`config.mk`:
```
export PLATFORM = sky130hd
export DESIGN_NAME = font_5x5_character_generator
export DESIGN_NICKNAME = d
export VERILOG_FILES = /design/src/rtl/fcg_pkg.sv /design/src/rtl/font_5x5_character_generator.sv /design/src/rtl/fcg_front.sv /design/src/rtl/fcg_queue.sv /design/src/rtl/fcg_back.sv
export SDC_FILE = /design/constraint.sdc
export NUM_CORES = 1
export LEC_CHECK = 0
export BUFFER_PORTS_ARGS = -buffer_cell sky130_fd_sc_hd__buf_2
export CAP_MARGIN = 25
export CORE_MARGIN = 5
export CORE_UTILIZATION = 54
export DETAILED_ROUTE_END_ITERATION = 8
export PLACE_DENSITY = 0.76
export SLEW_MARGIN = 40
export SYNTH_ARGS = -nofsm -noshare
export SYNTH_HDL_FRONTEND = slang
export SYNTH_SLANG_ARGS = --single-unit
export TNS_END_PERCENT = 100
```
`constraint.sdc`:
```
create_clock -name clk -period 15.76 [get_ports clk]
set_clock_uncertainty 0.15 [all_clocks]
set_input_delay 0.788 -clock clk [delete_from_list [all_inputs] [get_ports clk]]
set_output_delay 0.788 -clock clk [all_outputs]
set_load 0.02 [all_outputs]
```
`src/rtl/fcg_pkg.sv`:
```
`timescale 1ns / 1ps
// ----------------------------------------------------------------------------
// fcg_pkg: shared types and constants of the 5x5 character generator
// Screen size, action codes, job format between the front end and the row
// emitter, and the 36-glyph font table.
// ----------------------------------------------------------------------------
package fcg_pkg;

    // screen geometry
    localparam int SCREEN_ROWS = 64;
    localparam int SCREEN_COLS = 128;
    localparam logic [7:0] EDGE_LIMIT = 8'(SCREEN_COLS - 6);

    // cursor advances
    localparam logic [7:0] GLYPH_ADVANCE = 8'd6;
    localparam logic [7:0] SPACE_ADVANCE = 8'd4;

    // geometry of one glyph
    localparam int GLYPH_ROWS  = 5;
    localparam int GLYPH_COUNT = 36;
    localparam int GLYPH_W     = $clog2(GLYPH_COUNT);
    localparam int ROM_DEPTH   = GLYPH_COUNT * GLYPH_ROWS;
    localparam int ROM_AW      = $clog2(ROM_DEPTH);
    localparam logic [2:0] LAST_ROW = 3'(GLYPH_ROWS - 1);

    // job queue geometry
    localparam int QUEUE_DEPTH = 4;
    localparam int QPTR_W      = $clog2(QUEUE_DEPTH);
    localparam int QCNT_W      = $clog2(QUEUE_DEPTH + 1);

    // action codes of an input item
    typedef enum logic [1:0] {
        ACT_START  = 2'd0,
        ACT_CHAR   = 2'd1,
        ACT_NUMBER = 2'd2
    } action_t;

    // one drawing job: up to three glyphs placed side by side
    typedef struct packed {
        logic [7:0]         x;
        logic [7:0]         y;
        logic [1:0]         cnt;
        logic [GLYPH_W-1:0] g0;
        logic [GLYPH_W-1:0] g1;
        logic [GLYPH_W-1:0] g2;
    } job_t;

    // front end to queue
    typedef struct packed {
        logic push;
        job_t job;
    } job_req_t;

    // queue head to row emitter
    typedef struct packed {
        logic valid;
        job_t job;
    } job_head_t;

    // font rows, five per glyph, digits then A-Z, bit 4 leftmost
    localparam logic [4:0] GLYPH_ROM [ROM_DEPTH] = '{
        5'h0E, 5'h11, 5'h11, 5'h11, 5'h0E,  5'h04, 5'h0C, 5'h04, 5'h04, 5'h0E,
        5'h0E, 5'h01, 5'h0E, 5'h10, 5'h0F,  5'h0F, 5'h01, 5'h07, 5'h01, 5'h0F,
        5'h11, 5'h11, 5'h0F, 5'h01, 5'h01,  5'h0F, 5'h10, 5'h0E, 5'h01, 5'h0E,
        5'h0E, 5'h10, 5'h0E, 5'h11, 5'h0E,  5'h1F, 5'h01, 5'h02, 5'h04, 5'h04,
        5'h0E, 5'h11, 5'h0E, 5'h11, 5'h0E,  5'h0E, 5'h11, 5'h0F, 5'h01, 5'h0E,
        5'h0E, 5'h11, 5'h1F, 5'h11, 5'h11,  5'h1E, 5'h11, 5'h1E, 5'h11, 5'h1E,
        5'h0E, 5'h11, 5'h10, 5'h11, 5'h0E,  5'h1E, 5'h11, 5'h11, 5'h11, 5'h1E,
        5'h1F, 5'h10, 5'h1E, 5'h10, 5'h1F,  5'h1F, 5'h10, 5'h1E, 5'h10, 5'h10,
        5'h0E, 5'h11, 5'h13, 5'h11, 5'h0F,  5'h11, 5'h11, 5'h1F, 5'h11, 5'h11,
        5'h0E, 5'h04, 5'h04, 5'h04, 5'h0E,  5'h07, 5'h02, 5'h02, 5'h12, 5'h0C,
        5'h11, 5'h12, 5'h1C, 5'h12, 5'h11,  5'h10, 5'h10, 5'h10, 5'h10, 5'h1F,
        5'h11, 5'h1B, 5'h15, 5'h11, 5'h11,  5'h11, 5'h19, 5'h15, 5'h13, 5'h11,
        5'h0E, 5'h11, 5'h11, 5'h11, 5'h0E,  5'h1E, 5'h11, 5'h1E, 5'h10, 5'h10,
        5'h0E, 5'h11, 5'h15, 5'h12, 5'h0D,  5'h1E, 5'h11, 5'h1E, 5'h12, 5'h11,
        5'h0F, 5'h10, 5'h0E, 5'h01, 5'h1E,  5'h1F, 5'h04, 5'h04, 5'h04, 5'h04,
        5'h11, 5'h11, 5'h11, 5'h11, 5'h0E,  5'h11, 5'h11, 5'h0A, 5'h0A, 5'h04,
        5'h11, 5'h15, 5'h15, 5'h15, 5'h0A,  5'h11, 5'h0A, 5'h04, 5'h0A, 5'h11,
        5'h11, 5'h0A, 5'h04, 5'h04, 5'h04,  5'h1F, 5'h02, 5'h04, 5'h08, 5'h1F
    };

    // one font row of glyph gi
    function automatic logic [4:0] glyph_row(input logic [GLYPH_W-1:0] gi,
                                             input logic [2:0] r);
        logic [ROM_AW-1:0] idx;
        idx = ROM_AW'(gi) * ROM_AW'(GLYPH_ROWS) + ROM_AW'(r);
        return GLYPH_ROM[idx];
    endfunction

endpackage

```
`src/rtl/font_5x5_character_generator.sv`:
```
`timescale 1ns / 1ps
// ----------------------------------------------------------------------------
// font_5x5_character_generator: 5x5 bitmap text generator
// Cursor-based character and number drawing for a small pixel screen.
// ----------------------------------------------------------------------------
// The block emits one font row per clock unless out_stall holds it: a drawn
// character gives five rows at the output, a number up to fifteen, and items
// that draw nothing (start, space, skipped codes) make no job. The front end
// takes an item every cycle while the four-entry job queue has room, so the
// row emitter, at one row per cycle while out_stall is low, sets the sustained rate. Each result
// carries the glyph column, the screen row and five pixels, with last high
// on the final row of its item.
module font_5x5_character_generator (
    input  logic        clk,
    input  logic        rst_n,
    input  logic        in_valid,
    output logic        in_stall,
    input  logic [1:0]  action,
    input  logic [7:0]  pos_x,
    input  logic [7:0]  pos_y,
    input  logic [7:0]  char_code,
    input  logic [15:0] number,
    output logic        out_valid,
    input  logic        out_stall,
    output logic [6:0]  row_x,
    output logic [7:0]  row_y,
    output logic [4:0]  row_bits,
    output logic        last
);
    import fcg_pkg::*;

    job_req_t  req;
    job_head_t head;
    logic      q_full;
    logic      pop;

    // classifier and cursor
    fcg_front u_front (
        .clk       (clk),
        .rst_n     (rst_n),
        .in_valid  (in_valid),
        .in_stall  (in_stall),
        .action    (action),
        .pos_x     (pos_x),
        .pos_y     (pos_y),
        .char_code (char_code),
        .number    (number),
        .q_full    (q_full),
        .req       (req)
    );

    // job queue
    fcg_queue u_queue (
        .clk   (clk),
        .rst_n (rst_n),
        .req   (req),
        .full  (q_full),
        .head  (head),
        .pop   (pop)
    );

    // row emitter
    fcg_back u_back (
        .clk       (clk),
        .rst_n     (rst_n),
        .head      (head),
        .pop       (pop),
        .out_valid (out_valid),
        .out_stall (out_stall),
        .row_x     (row_x),
        .row_y     (row_y),
        .row_bits  (row_bits),
        .last      (last)
    );

endmodule

```
`src/rtl/fcg_front.sv`:
```
`timescale 1ns / 1ps
// ----------------------------------------------------------------------------
// fcg_front: item classifier and cursor keeper
// Takes input items, tracks cursor and stopped flag, splits numbers into
// digits and turns every item that draws into a job for the queue.
// ----------------------------------------------------------------------------
module fcg_front (
    input  logic             clk,
    input  logic             rst_n,
    input  logic             in_valid,
    output logic             in_stall,
    input  logic [1:0]       action,
    input  logic [7:0]       pos_x,
    input  logic [7:0]       pos_y,
    input  logic [7:0]       char_code,
    input  logic [15:0]      number,
    input  logic             q_full,
    output fcg_pkg::job_req_t req
);
    import fcg_pkg::*;

    localparam logic [7:0]  CH_NUL    = 8'h00;
    localparam logic [7:0]  CH_SPACE  = 8'h20;
    localparam logic [7:0]  CH_ZERO   = 8'h30;
    localparam logic [7:0]  CH_NINE   = 8'h39;
    localparam logic [7:0]  CH_UPPER_A = 8'h41;
    localparam logic [7:0]  CH_UPPER_Z = 8'h5A;
    localparam logic [7:0]  CH_LOWER_A = 8'h61;
    localparam logic [7:0]  CASE_FOLD = 8'h20;
    localparam logic [15:0] NUM_MAX   = 16'd999;

    logic [7:0] cursor_x_reg, cursor_x_next;
    logic [7:0] cursor_y_reg, cursor_y_next;
    logic       stopped_reg, stopped_next;
    logic       accept;

    logic [9:0]         num_clamp;
    logic [15:0]        prod_hund;
    logic [3:0]         dig_hund;
    logic [6:0]         rem_hund;
    logic [14:0]        prod_ten;
    logic [3:0]         dig_ten;
    logic [3:0]         dig_one;
    logic [1:0]         num_cnt;
    logic [GLYPH_W-1:0] num_g0, num_g1, num_g2;

    logic [1:0]         emit_cnt;
    logic [GLYPH_W-1:0] char_glyph;

    assign in_stall = q_full;
    assign accept   = in_valid && !q_full;

    // decimal digits of the clamped value by reciprocal multiplication
    always_comb
    begin
        num_clamp = (number > NUM_MAX) ? NUM_MAX[9:0] : number[9:0];
        prod_hund = 16'(num_clamp) * 16'd41;
        dig_hund  = prod_hund[15:12];
        rem_hund  = 7'(num_clamp - 10'(10'(dig_hund) * 10'd100));
        prod_ten  = 15'(rem_hund) * 15'd205;
        dig_ten   = prod_ten[14:11];
        dig_one   = 4'(rem_hund - 7'(7'(dig_ten) * 7'd10));
        if (num_clamp >= 10'd100)
        begin
            num_cnt = 2'd3;
            num_g0  = GLYPH_W'(dig_hund);
            num_g1  = GLYPH_W'(dig_ten);
            num_g2  = GLYPH_W'(dig_one);
        end
        else if (num_clamp >= 10'd10)
        begin
            num_cnt = 2'd2;
            num_g0  = GLYPH_W'(dig_ten);
            num_g1  = GLYPH_W'(dig_one);
            num_g2  = '0;
        end
        else
        begin
            num_cnt = 2'd1;
            num_g0  = GLYPH_W'(dig_one);
            num_g1  = '0;
            num_g2  = '0;
        end
    end

    // classification, edge test and cursor advance
    always_comb
    begin
        logic [7:0] fold;
        logic [7:0] sx;
        logic       st;
        logic       done;
        cursor_x_next = cursor_x_reg;
        cursor_y_next = cursor_y_reg;
        stopped_next  = stopped_reg;
        emit_cnt      = 2'd0;
        char_glyph    = '0;
        fold          = char_code;
        sx            = cursor_x_reg;
        st            = stopped_reg;
        done          = 1'b0;
        case (action)
            ACT_START:
            begin
                cursor_x_next = pos_x;
                cursor_y_next = pos_y;
                stopped_next  = 1'b0;
            end
            ACT_CHAR:
            begin
                if (char_code != CH_NUL && !stopped_reg)
                begin
                    if (cursor_x_reg > EDGE_LIMIT)
                        stopped_next = 1'b1;
                    else if (char_code == CH_SPACE)
                        cursor_x_next = cursor_x_reg + SPACE_ADVANCE;
                    else
                    begin
                        if (char_code >= CH_LOWER_A)
                            fold = char_code - CASE_FOLD;
                        if (fold >= CH_ZERO && fold <= CH_NINE)
                        begin
                            char_glyph    = GLYPH_W'(fold - CH_ZERO);
                            emit_cnt      = 2'd1;
                            cursor_x_next = cursor_x_reg + GLYPH_ADVANCE;
                        end
                        else if (fold >= CH_UPPER_A && fold <= CH_UPPER_Z)
                        begin
                            char_glyph    = GLYPH_W'(fold - CH_UPPER_A + 8'd10);
                            emit_cnt      = 2'd1;
                            cursor_x_next = cursor_x_reg + GLYPH_ADVANCE;
                        end
                    end
                end
            end
            ACT_NUMBER:
            begin
                // an edge test for each digit, from the hundreds down to the ones
                for (int j = 0; j < 3; j++)
                begin
                    if (!done && (2'(j) < num_cnt))
                    begin
                        if (st)
                            done = 1'b1;
                        else if (sx > EDGE_LIMIT)
                        begin
                            st   = 1'b1;
                            done = 1'b1;
                        end
                        else
                        begin
                            emit_cnt = emit_cnt + 2'd1;
                            sx       = sx + GLYPH_ADVANCE;
                        end
                    end
                end
                cursor_x_next = sx;
                stopped_next  = st;
            end
            default:
            begin
                cursor_x_next = cursor_x_reg;
            end
        endcase
    end

    // job toward the queue
    always_comb
    begin
        req.push    = accept && (emit_cnt != 2'd0);
        req.job.x   = cursor_x_reg;
        req.job.y   = cursor_y_reg;
        req.job.cnt = emit_cnt;
        if (action == ACT_CHAR)
        begin
            req.job.g0 = char_glyph;
            req.job.g1 = '0;
            req.job.g2 = '0;
        end
        else
        begin
            req.job.g0 = num_g0;
            req.job.g1 = num_g1;
            req.job.g2 = num_g2;
        end
    end

    // cursor state
    always_ff @(posedge clk or negedge rst_n)
    begin
        if (!rst_n)
        begin
            cursor_x_reg <= 8'd0;
            cursor_y_reg <= 8'd0;
            stopped_reg  <= 1'b0;
        end
        else if (accept)
        begin
            cursor_x_reg <= cursor_x_next;
            cursor_y_reg <= cursor_y_next;
            stopped_reg  <= stopped_next;
        end
    end

endmodule

```
`src/rtl/fcg_queue.sv`:
```
`timescale 1ns / 1ps
// ----------------------------------------------------------------------------
// fcg_queue: job queue between front end and row emitter
// Small circular buffer of drawing jobs; the head is shown to the emitter.
// ----------------------------------------------------------------------------
module fcg_queue (
    input  logic               clk,
    input  logic               rst_n,
    input  fcg_pkg::job_req_t  req,
    output logic               full,
    output fcg_pkg::job_head_t head,
    input  logic               pop
);
    import fcg_pkg::*;

    job_t              slot_reg [QUEUE_DEPTH];
    logic [QPTR_W-1:0] wr_ptr_reg, wr_ptr_next;
    logic [QPTR_W-1:0] rd_ptr_reg, rd_ptr_next;
    logic [QCNT_W-1:0] count_reg, count_next;
    logic              do_push;
    logic              do_pop;

    assign full       = (count_reg == QCNT_W'(QUEUE_DEPTH));
    assign do_push    = req.push && !full;
    assign do_pop     = pop && (count_reg != '0);
    assign head.valid = (count_reg != '0);
    assign head.job   = slot_reg[rd_ptr_reg];

    // pointer and fill count
    always_comb
    begin
        wr_ptr_next = do_push ? wr_ptr_reg + 1'b1 : wr_ptr_reg;
        rd_ptr_next = do_pop ? rd_ptr_reg + 1'b1 : rd_ptr_reg;
        count_next  = count_reg;
        if (do_push && !do_pop)
            count_next = count_reg + 1'b1;
        else if (do_pop && !do_push)
            count_next = count_reg - 1'b1;
    end

    always_ff @(posedge clk or negedge rst_n)
    begin
        if (!rst_n)
        begin
            wr_ptr_reg <= '0;
            rd_ptr_reg <= '0;
            count_reg  <= '0;
        end
        else
        begin
            wr_ptr_reg <= wr_ptr_next;
            rd_ptr_reg <= rd_ptr_next;
            count_reg  <= count_next;
        end
    end

    // job storage
    always_ff @(posedge clk)
    begin
        if (do_push)
            slot_reg[wr_ptr_reg] <= req.job;
    end

`ifndef NO_ASSERTIONS
    a_count_range: assert property (@(posedge clk) disable iff (!rst_n)
        count_reg <= QCNT_W'(QUEUE_DEPTH))
        else $error("queue fill count out of range");
    a_no_push_full: assert property (@(posedge clk) disable iff (!rst_n)
        full |-> !req.push)
        else $error("job pushed into a full queue");
    a_ptr_gap: assert property (@(posedge clk) disable iff (!rst_n)
        QPTR_W'(wr_ptr_reg - rd_ptr_reg) == QPTR_W'(count_reg))
        else $error("queue pointers disagree with fill count");
`endif

endmodule

```
`src/rtl/fcg_back.sv`:
```
`timescale 1ns / 1ps
// ----------------------------------------------------------------------------
// fcg_back: glyph row emitter
// Walks the glyphs and rows of the head job, one font row per cycle while
// the output is not stalled, into the output register.
// ----------------------------------------------------------------------------
module fcg_back (
    input  logic               clk,
    input  logic               rst_n,
    input  fcg_pkg::job_head_t head,
    output logic               pop,
    output logic               out_valid,
    input  logic               out_stall,
    output logic [6:0]         row_x,
    output logic [7:0]         row_y,
    output logic [4:0]         row_bits,
    output logic               last
);
    import fcg_pkg::*;

    logic [1:0]         glyph_sel_reg, glyph_sel_next;
    logic [2:0]         row_reg, row_next;
    logic               out_valid_reg, out_valid_next;
    logic [6:0]         row_x_reg, row_x_next;
    logic [7:0]         row_y_reg, row_y_next;
    logic [4:0]         row_bits_reg, row_bits_next;
    logic               last_reg, last_next;
    logic               advance;
    logic               last_glyph;
    logic [GLYPH_W-1:0] cur_glyph;
    logic [7:0]         cur_x;

    assign advance    = head.valid && (!out_valid_reg || !out_stall);
    assign last_glyph = (glyph_sel_reg == head.job.cnt - 2'd1);
    assign pop        = advance && (row_reg == LAST_ROW) && last_glyph;

    // glyph in work and its column
    always_comb
    begin
        case (glyph_sel_reg)
            2'd0:    cur_glyph = head.job.g0;
            2'd1:    cur_glyph = head.job.g1;
            default: cur_glyph = head.job.g2;
        endcase
        cur_x = head.job.x + 8'({glyph_sel_reg, 2'b00}) + 8'({glyph_sel_reg, 1'b0});
    end

    // row walk and output register load
    always_comb
    begin
        glyph_sel_next = glyph_sel_reg;
        row_next       = row_reg;
        row_x_next     = row_x_reg;
        row_y_next     = row_y_reg;
        row_bits_next  = row_bits_reg;
        last_next      = last_reg;
        out_valid_next = out_valid_reg && out_stall;
        if (advance)
        begin
            out_valid_next = 1'b1;
            row_x_next     = cur_x[6:0];
            row_y_next     = head.job.y + 8'(row_reg);
            row_bits_next  = (9'(row_y_next) < 9'(SCREEN_ROWS))
                           ? glyph_row(cur_glyph, row_reg) : 5'd0;
            last_next      = (row_reg == LAST_ROW) && last_glyph;
            if (row_reg == LAST_ROW)
            begin
                row_next       = 3'd0;
                glyph_sel_next = last_glyph ? 2'd0 : glyph_sel_reg + 2'd1;
            end
            else
                row_next = row_reg + 3'd1;
        end
    end

    always_ff @(posedge clk or negedge rst_n)
    begin
        if (!rst_n)
        begin
            glyph_sel_reg <= 2'd0;
            row_reg       <= 3'd0;
            out_valid_reg <= 1'b0;
        end
        else
        begin
            glyph_sel_reg <= glyph_sel_next;
            row_reg       <= row_next;
            out_valid_reg <= out_valid_next;
        end
    end

    // output payload
    always_ff @(posedge clk)
    begin
        row_x_reg    <= row_x_next;
        row_y_reg    <= row_y_next;
        row_bits_reg <= row_bits_next;
        last_reg     <= last_next;
    end

    assign out_valid = out_valid_reg;
    assign row_x     = row_x_reg;
    assign row_y     = row_y_reg;
    assign row_bits  = row_bits_reg;
    assign last      = last_reg;

`ifndef NO_ASSERTIONS
    a_row_range: assert property (@(posedge clk) disable iff (!rst_n)
        row_reg <= LAST_ROW)
        else $error("glyph row counter out of range");
    a_glyph_in_job: assert property (@(posedge clk) disable iff (!rst_n)
        head.valid |-> (glyph_sel_reg < head.job.cnt))
        else $error("glyph select beyond job length");
    a_pop_marks_last: assert property (@(posedge clk) disable iff (!rst_n)
        pop |=> (out_valid_reg && last_reg && row_reg == 3'd0 && glyph_sel_reg == 2'd0))
        else $error("job retired without a final row");
`endif

endmodule
```
Word level (Yosys, flattened, before mapping)

Memories as Yosys holds them, arrays and structs flattened. A register that Yosys moved wholly into a read port is not among the register bits.
Index checks and enable logic that the tools add are counted.
W data, S select, Z words.

Shift operators: 0
Reductions and logical operators: 37
Add/sub/neg operators: 23
Equality and inequality tests: 11
Bitwise gates (word level): 1
Magnitude comparators: 15
Multipliers: 5
Div/mod/pow operators: 0
Multiplexer cells: 81

Operators with widths:

| operator                | number |
|---|---|
| $mux W8                 | 21 |
| $mux W6                 | 6 |
| $mux W2                 | 17 |
| $add A8 B3 Y8 const B   | 4 |
| $gt A8 B7 Y1 const B    | 3 |
| $mux W1                 | 24 |
| $pmux W8 S3             | 1 |
| $mux W18                | 1 |
| $add A8 B3 Y8           | 2 |
| $ge A8 B7 Y1 const B    | 2 |
| $gt A16 B10 Y1 const B  | 1 |
| $logic_and A1 B1 Y1     | 16 |
| $mul A10 B6 Y16 const B | 1 |
| $mux W4                 | 4 |
| $mul A7 B8 Y15 const B  | 1 |
| $pmux W6 S2             | 1 |
| $add A2 B1 Y2 const B   | 5 |
| $ge A10 B4 Y1 const B   | 1 |
| $ge A10 B7 Y1 const B   | 1 |
| $mux W10                | 1 |
| $logic_not A1 Y1        | 9 |
| $mux W3                 | 3 |
| $not A8 Y9              | 1 |
| $eq A8 B6 Y1 const B    | 1 |
| other kinds (37)        | 46 |

Register bits after elaboration: 46
Output and inout bits: 23
Logic and storage cells: 187
Bits in read-only memories: 1280
Input bits: 46
Memories: 2
Bits in writable memories: 144
Bits in latches: 0

Memories:

| name             | depth | bits a word | rd ports | clocked after Yosys merged registers in | wr ports | line            | RTL |
|---|---|---|---|---|---|---|---|
| (name not given) | 256   | 5           | 1        | 1                                       | 0        | fcg_pkg.sv:87   | `return GLYPH_ROM[idx];` |
| u_queue.slot_reg | 4     | 36          | 1        | 0                                       | 1        | fcg_queue.sv:16 | `job_t slot_reg [QUEUE_DEPTH];` |

Logic depth before layout (Yosys ltp)

Gate-level depths: netlist (run 1).

Depth after elaboration: 25
Depth in mapped cells: 44
Mapped depth without buffers: 43

Modules after synthesis

From an unflattened synthesis (run 1), not the netlist that was laid out.

Cells, all modules: 1188
Area total of the unflattened synthesis: 13504.2 µm²

Modules (own cells, without submodules):

| module    | area each (µm²) | instances | seq. area each (µm²) | cells each |
|---|---|---|---|---|
| fcg_queue | 5631.7          | 1         | 4499.3               | 223 |
| fcg_front | 4536.9          | 1         | 425.4                | 561 |
| fcg_back  | 3335.7          | 1         | 780.7                | 404 |

Least setup slack after synthesis (run 1)

No wires, ideal clock.

Kind: input port to flip-flop
Start point: input port number[15]
End point: memory u_queue.slot_reg[0][15] (netlist bit), data pin
Setup slack: 5.831 ns
Arrival time: 9.507 ns
Stages: 41
Path buffers: 0
Data required time: 15.338 ns
Library setup time: 0.272 ns
Cells stage by stage: nor4_1 > nand2_1 > or2_2 > nor2_1 > inv_1 > ha_1 > inv_1 > fa_1 > inv_1 > ha_1 > ha_1 > nand4_1 > o41ai_1 > a21oi_1 > o211ai_1 > nand2_1 > xnor2_1 > inv_1 > [... 5 more ...] > ha_1 > xor2_1 > ha_1 > inv_1 > fa_1 > inv_1 > ha_1 > a21o_1 > a211o_1 > o21a_1 > nor2_1 > xor2_1 > inv_1 > fa_1 > xnor2_1 > xnor2_1 > xnor2_1 > o311ai_0

RTL lines:

| element     | line                               | RTL |
|---|---|---|
| from (decl) | font_5x5_character_generator.sv:22 | `input logic [15:0] number,` |
| to (decl)   | fcg_queue.sv:16                    |  |

==> results of run 1 <==
Yosys cell counts (all sizes together), types with 30 or more instances:
cell	instances	share of area
dfrtp	30	0.060
xnor2	36	0.025
ha	140	0.14
nand3	31	0.012
edfxtp	145	0.35
nand2	75	0.022
nor2	81	0.024
clkbuf	35	0.011
inv	102	0.031
a21oi	57	0.023
mux4	33	0.059
o21ai	59	0.024
critical path: cells and delay by family:
kind                       cells  cell delay (ps)
xor gates and xnor gates       6             1210
adders and majority gates     12             3960
buffers and inverters          8              630
and+or+nand+nor                7             1680
AOI/OAI and AO/OA             11             2450
cells by family (layout without fill, tap and decap cells):
logic type | after synthesis | after routing
and+or+nand+nor | 286 | 286
AOI/OAI and AO/OA | 273 | 273
DFF | 175 | 175
buffers and inverters | 152 | 217
adders and majority gates | 159 | 159
xor gates and xnor gates | 56 | 56
muxes | 49 | 49
metrics by stage:
stage	std cells	cell area (um2)	setup slack, ps
floorplan	1150	12500	5830
global placement	1496	13200	5110
detailed placement	1496	13200	4730
CTS	1528	13800	5070
global route	1528	13800	4320
finish	1528	13800	5010
layer usage:
metal | global-route usage | share of wire
met1 | 0.286 | 0.43
met2 | 0.360 | 0.49
met3 | 0.0334 | 0.063
met4 | 0.0650 | 0.019
met5 | 0 | 0
area by class of cell:
class / count / share of cell area
multi-input combinational: 823 / 0.499
sequential: 175 / 0.369
clock buffer: 21 / 0.0340
timing repair buffer: 83 / 0.0329
tap: 313 / 0.0283
inverter: 102 / 0.0277
clock inverter: 11 / 0.00940
worst min path at each step:
stage                               from                      end  cells past startpoint
floorplan           u_queue.count_reg[2]     u_queue.count_reg[2]                      1
global placement    u_queue.count_reg[2]     u_queue.count_reg[2]                      1
detailed placement      u_back.out_valid         u_back.out_valid                      2
CTS                                rst_n  u_front.cursor_y_reg[1]                      1
global route                       rst_n  u_front.cursor_y_reg[1]                      1
finish                             rst_n  u_front.cursor_y_reg[1]                      1
==> run_results.csv, run 1 <==
group,metric,value,unit
clock_network,cts.path.max_buffers,2,
drt,vias,9243,
drt,wl_per_cell,17.9,um
setup_path,rr_worst_depth,27,
synthesis,synth_flop_cell,"edfxtp_1",
clock_network,cts_buffers,17,
sta,fin_setup_tns,0,ps
clock_network,post_cts_resized,0,
layout,multi_input_area,0.00691,mm2
sta,final_hold_viol_count,0,
drt,ant_nets,0,
sta,period_minus_slack,10750,ps
sta,rsz0062_at_grt,"no",
setup_path,slowest_delay,700,ps
layout,post-route-util,0.608,
synthesis,ys_seq_area_frac,0.407,
status,status,"complete, no violations",
layout,fillers,1808,
hold_path,hp-class,"input port to asynchronous set/reset pin",
synthesis,synth_edf_count,145,
layout,diodes,0,
synthesis,synth_compound_area_frac,0.151,
global_route,antenna_found_initial,0,
setup_path,startpoint,"number[15]",
sta,max_freq,93.1,MHz
setup_path,critPathKind,"input port to flop",
layout,nNetsFinal,1406,
sta,final-setup-viol-count,0,
drt,postRouteWirelength,27.4,mm
global_route,grt_pass1_wl,45.6,mm
die,io_pins,69,
clock_network,cts.htree.levels,4,
global_route,overflow,0,
setup_path,crit_arrival,10710,ps
setup_path,crit_path_max_fanout,10,
drt,vias_per_cell,6.05,
placement,gp_congestion,0.942,
job,max_cap_viol_count,0,
layout,layout_common_cells,"edfxtp_1, ha_1, inv_1, nor2_1, nand2_1",
synthesis,yosys.area_share.simple,0.112,
synthesis,syn_nets,1354,
layout,drive_gt1_frac,0.157,
setup_path,crit_slowest_cell,"o311ai_0",
setup_path,worstPathRequired,15730,ps
layout,layout_commonest_cell,"edfxtp_1",
synthesis,syn-instance-count,1150,
die,rows,55,
die,core_area,0.0228,mm2
setup_path,r2r-end,"u_queue.count_reg[2]",
clock_network,clk_pin_slew,70,ps
layout,regArea,0.00511,mm2
synthesis,ys_types,85,
clock_network,cts_tree,"built",
synthesis,synth_xor_xnor_area_share,0.0402,
clock_network,ctsHoldBuffers,0,
setup_path,r2r_setup_slack,8880,ps
setup_path,rr_startpoint,"u_front.cursor_x_reg[3]",
synthesis,yosys-mux-area-fraction,0.0731,
die,fp.dieW,162,um
sta,relSlewSlack,0.412,
synthesis,synthAdderAreaFrac,0.169,
die,die_h,162,um
setup_path,startpoint_type,"input port",
setup_path,setup.worst_path.end_class,"flop",
placement,portBuffers,68,
global_route,grt_max_degree,46,
setup_path,path_common_cell,"ha_1",
sta,slew_violations,0,
synthesis,async_flop_share,0.171,
synthesis,synthesis.area,0.0125,mm2
clock_network,clock_tree.root_cell,"clkbuf_16",
die,initial_core_util,0.551,
synthesis,syn_avg_cell_area,10.9,um2
synthesis,synth.ff_latch_count,175,
layout,area_growth_syn_to_layout,10.4,%
sta,tightest_slew,881,ps
placement,hpwlAfterDp,19.7,mm
global_route,grt_pass1_vias,9245,
drt,drc,0,
layout,largest_reg_flops,124,
clock_network,cts_sinks,175,
synthesis,yosys_warnings,0,
drt,drt_iter0_drc,761,
die,dieArea,0.0264,mm2
drt,drt_first_pass_iters,6,
sta,hold_slack,157,ps
global_route,grtUsageTotal,0.213,
setup_path,crit_end,"u_queue.slot_reg[1][15]",
synthesis,synth_top_family_by_area,"adder cells",
clock_network,clk_latency,430,ps
clock_network,post_cts_buffers,0,
sta,final.period_utilization,0.682,
Power of run 1 is left out: the tool's default activity adds up to more than one toggle a clock period on the data nets, which glitch-free logic cannot reach.
==> run 2: changes to the inputs <==
- ABC_AREA: not set -> 1
- PLACE_DENSITY: 0.76 -> 0.79
- clock period: 15.76 -> 8.8 ns (I/O delays scaled with it)
==> run_results.csv, run 2 <==
group,metric,value,unit
layout,nNetsFinal,1705,
global_route,grt_pass1_wl,48.8,mm
drt,drt_first_pass_iters,7,
drt,wl_per_cell,16.4,um
layout,layout_commonest_cell,"nand2_1",
sta,relSlewSlack,0.505,
layout,layout_common_cells,"nand2_1, inv_1, nor2_1, edfxtp_1, ha_1",
sta,final_hold_viol_count,0,
setup_path,critPathKind,"input port to flop",
die,io_pins,69,
setup_path,r2r_setup_slack,3040,ps
synthesis,synth_largest_area_cell,"edfxtp_1",
placement,gp_congestion,0.973,
synthesis,syn-instance-count,1421,
placement,place_area,0.0133,mm2
synthesis,synthesis.area,0.0125,mm2
setup_path,crit_path_max_fanout,8,
sta,period_minus_slack,8370,ps
layout,drive_gt1_frac,0.135,
setup_path,worstPathRequired,8790,ps
drt,ant_nets,0,
synthesis,synth_edf_count,145,
status,status,"complete, no violations",
sta,final.period_utilization,0.951,
die,dieArea,0.0264,mm2
die,die_h,162,um
synthesis,synth_top_cells_by_area,"edfxtp_1, ha_1, nand2_1, dfrtp_1, inv_1",
setup_path,crit_arrival,8360,ps
setup_path,setup.worst_path.end_class,"flop",
global_route,grtUsageTotal,0.227,
synthesis,syn_nets,1625,
global_route,antenna_found_initial,0,
global_route,grt_pass1_vias,10200,
synthesis,async_flop_share,0.171,
die,fp.dieW,162,um
die,initial_core_util,0.550,
job,max_cap_viol_count,0,
synthesis,ys_types,57,
sta,final-setup-viol-count,0,
synthesis,synthTopCellsByCount,"nand2_1, inv_1, nor2_1, edfxtp_1, ha_1",
clock_network,cts_sinks,175,
drt,vias,10300,
layout,largest_reg_flops,124,
clock_network,cts_buffers,17,
synthesis,ys_seq_area_frac,0.407,
synthesis,yosys_warnings,0,
clock_network,clock_tree.root_cell,"clkbuf_16",
die,rows,55,
drt,vias_per_cell,5.66,
layout,final_cells,1827,
setup_path,crit_slowest_cell,"fa_1",
sta,slew_violations,0,
synthesis,synth_flop_cell,"edfxtp_1",
drt,drc,0,
setup_path,slowest_delay,520,ps
synthesis,syn_avg_cell_area,8.82,um2
setup_path,startpoint_type,"input port",
sta,tightest_slew,742,ps
placement,hpwlAfterDp,21.4,mm
die,core_area,0.0228,mm2
global_route,grt_max_degree,63,
clock_network,cts.htree.levels,4,
sta,fin_setup_tns,0,ps
synthesis,yosysMostFrequentCell,"nand2_1",
clock_network,clk_latency,430,ps
placement,dpl.cell_count,1791,
layout,design_area,0.0140,mm2
layout,diodes,0,
synthesis,synth.ff_latch_count,175,
synthesis,yosysTopAreaCellShare,0.347,
placement,portBuffers,68,
global_route,overflow,0,
clock_network,cts_tree,"built",
drt,postRouteWirelength,29.9,mm
sta,max_freq,119,MHz
layout,area_growth_syn_to_layout,12.0,%
hold_path,hp-class,"input port to flop",
clock_network,clk_pin_slew,60,ps
drt,drt_iter0_drc,890,
clock_network,cts.path.max_buffers,2,
run 2: cell count changes after synthesis, sizes merged, moves of 13 or more:
cell,before,now
nand2,75,249
xnor2,36,11
mux4,33,0
nor2,81,159
o21ai,59,119
nor3,22,9
o22ai,7,24
nand3,31,81
inv,102,182
run 2: cell type report:
class / instances / area, um2
multi-input cells: 1023 / 6730
clock buffers: 17 / 425
clock inverters: 15 / 110
fillers: 1875 / 8740
repair buffers: 99 / 578
inverters: 185 / 699
flip-flops and latches: 175 / 5100
well taps: 313 / 392
run 2: path summary, 6_finish.rpt:
| path | end | from | cells after the start |
|---|---|---|---|
| max in group asynchronous | u_front.cursor_x_reg[2] | rst_n | 2 |
| worst max register to register | u_back.row_bits[3] | u_queue.rd_ptr_reg[0] | 22 |
| worst min register to register | u_back.out_valid | u_queue.count_reg[2] | 2 |
| min in group asynchronous | u_front.cursor_y_reg[6] | rst_n | 2 |
| worst min-delay path | u_front.cursor_y_reg[5] | pos_y[5] | 2 |
| worst max-delay path | u_queue.slot_reg[3][15] | number[10] | 44 |
run 2: what timing repair did:
item,in CTS,in global routing
resized for setup,0,25
setup endpoints to repair,0,16
hold buffers,1,0
buffers inserted,0,3
endpoints found under the hold margin,30,0
run 2: worst max-delay path: cells and delay by family:
family          cells  cell delay, ps
xor+xnor            6            1120
buf+inv             8             630
fa+ha+maj          12            4000
simple gates       13            1480
compound gates      5             690
run 2: metal layers:
metal  routed length (um)  GRT usage  share of wire  vias up
met4                  663     0.0730          0.022        0
li1                     -          -              -     5035
met1                12400      0.293           0.41     4859
met5                    0          0              0        -
met3                 1980     0.0385          0.066       55
met2                14900      0.392           0.50      400
run 2: logic make-up (layout without fill, tap and decap cells):
| kind of cell | after synthesis | count (layout) | share of synthesized area |
|---|---|---|---|
| AND/OR/NAND/NOR | 525 | 525 | 0.180 |
| AO/OA/AOI/OAI | 290 | 290 | 0.140 |
| buffers and inverters | 223 | 316 | 0.0674 |
| flip-flops | 175 | 175 | 0.407 |
| adder cells (fa/ha/maj) | 158 | 158 | 0.169 |
| XOR/XNOR | 41 | 41 | 0.0287 |
| multiplexers | 9 | 9 | 0.00809 |
run 2: metrics by stage:
step | hold slack [ps] | worst slack (ps) | utilization
after CTS | 81.6 | 144 | 0.610
after global routing | 80.9 | -36.3 | 0.616
after detailed placement | 352 | -249 | 0.586
final | 96.9 | 429 | 0.616
after global placement | 339 | 22.4 | 0.585
after floorplan | -5.59 | 282 | -
Power of run 2 is left out for the same reason.
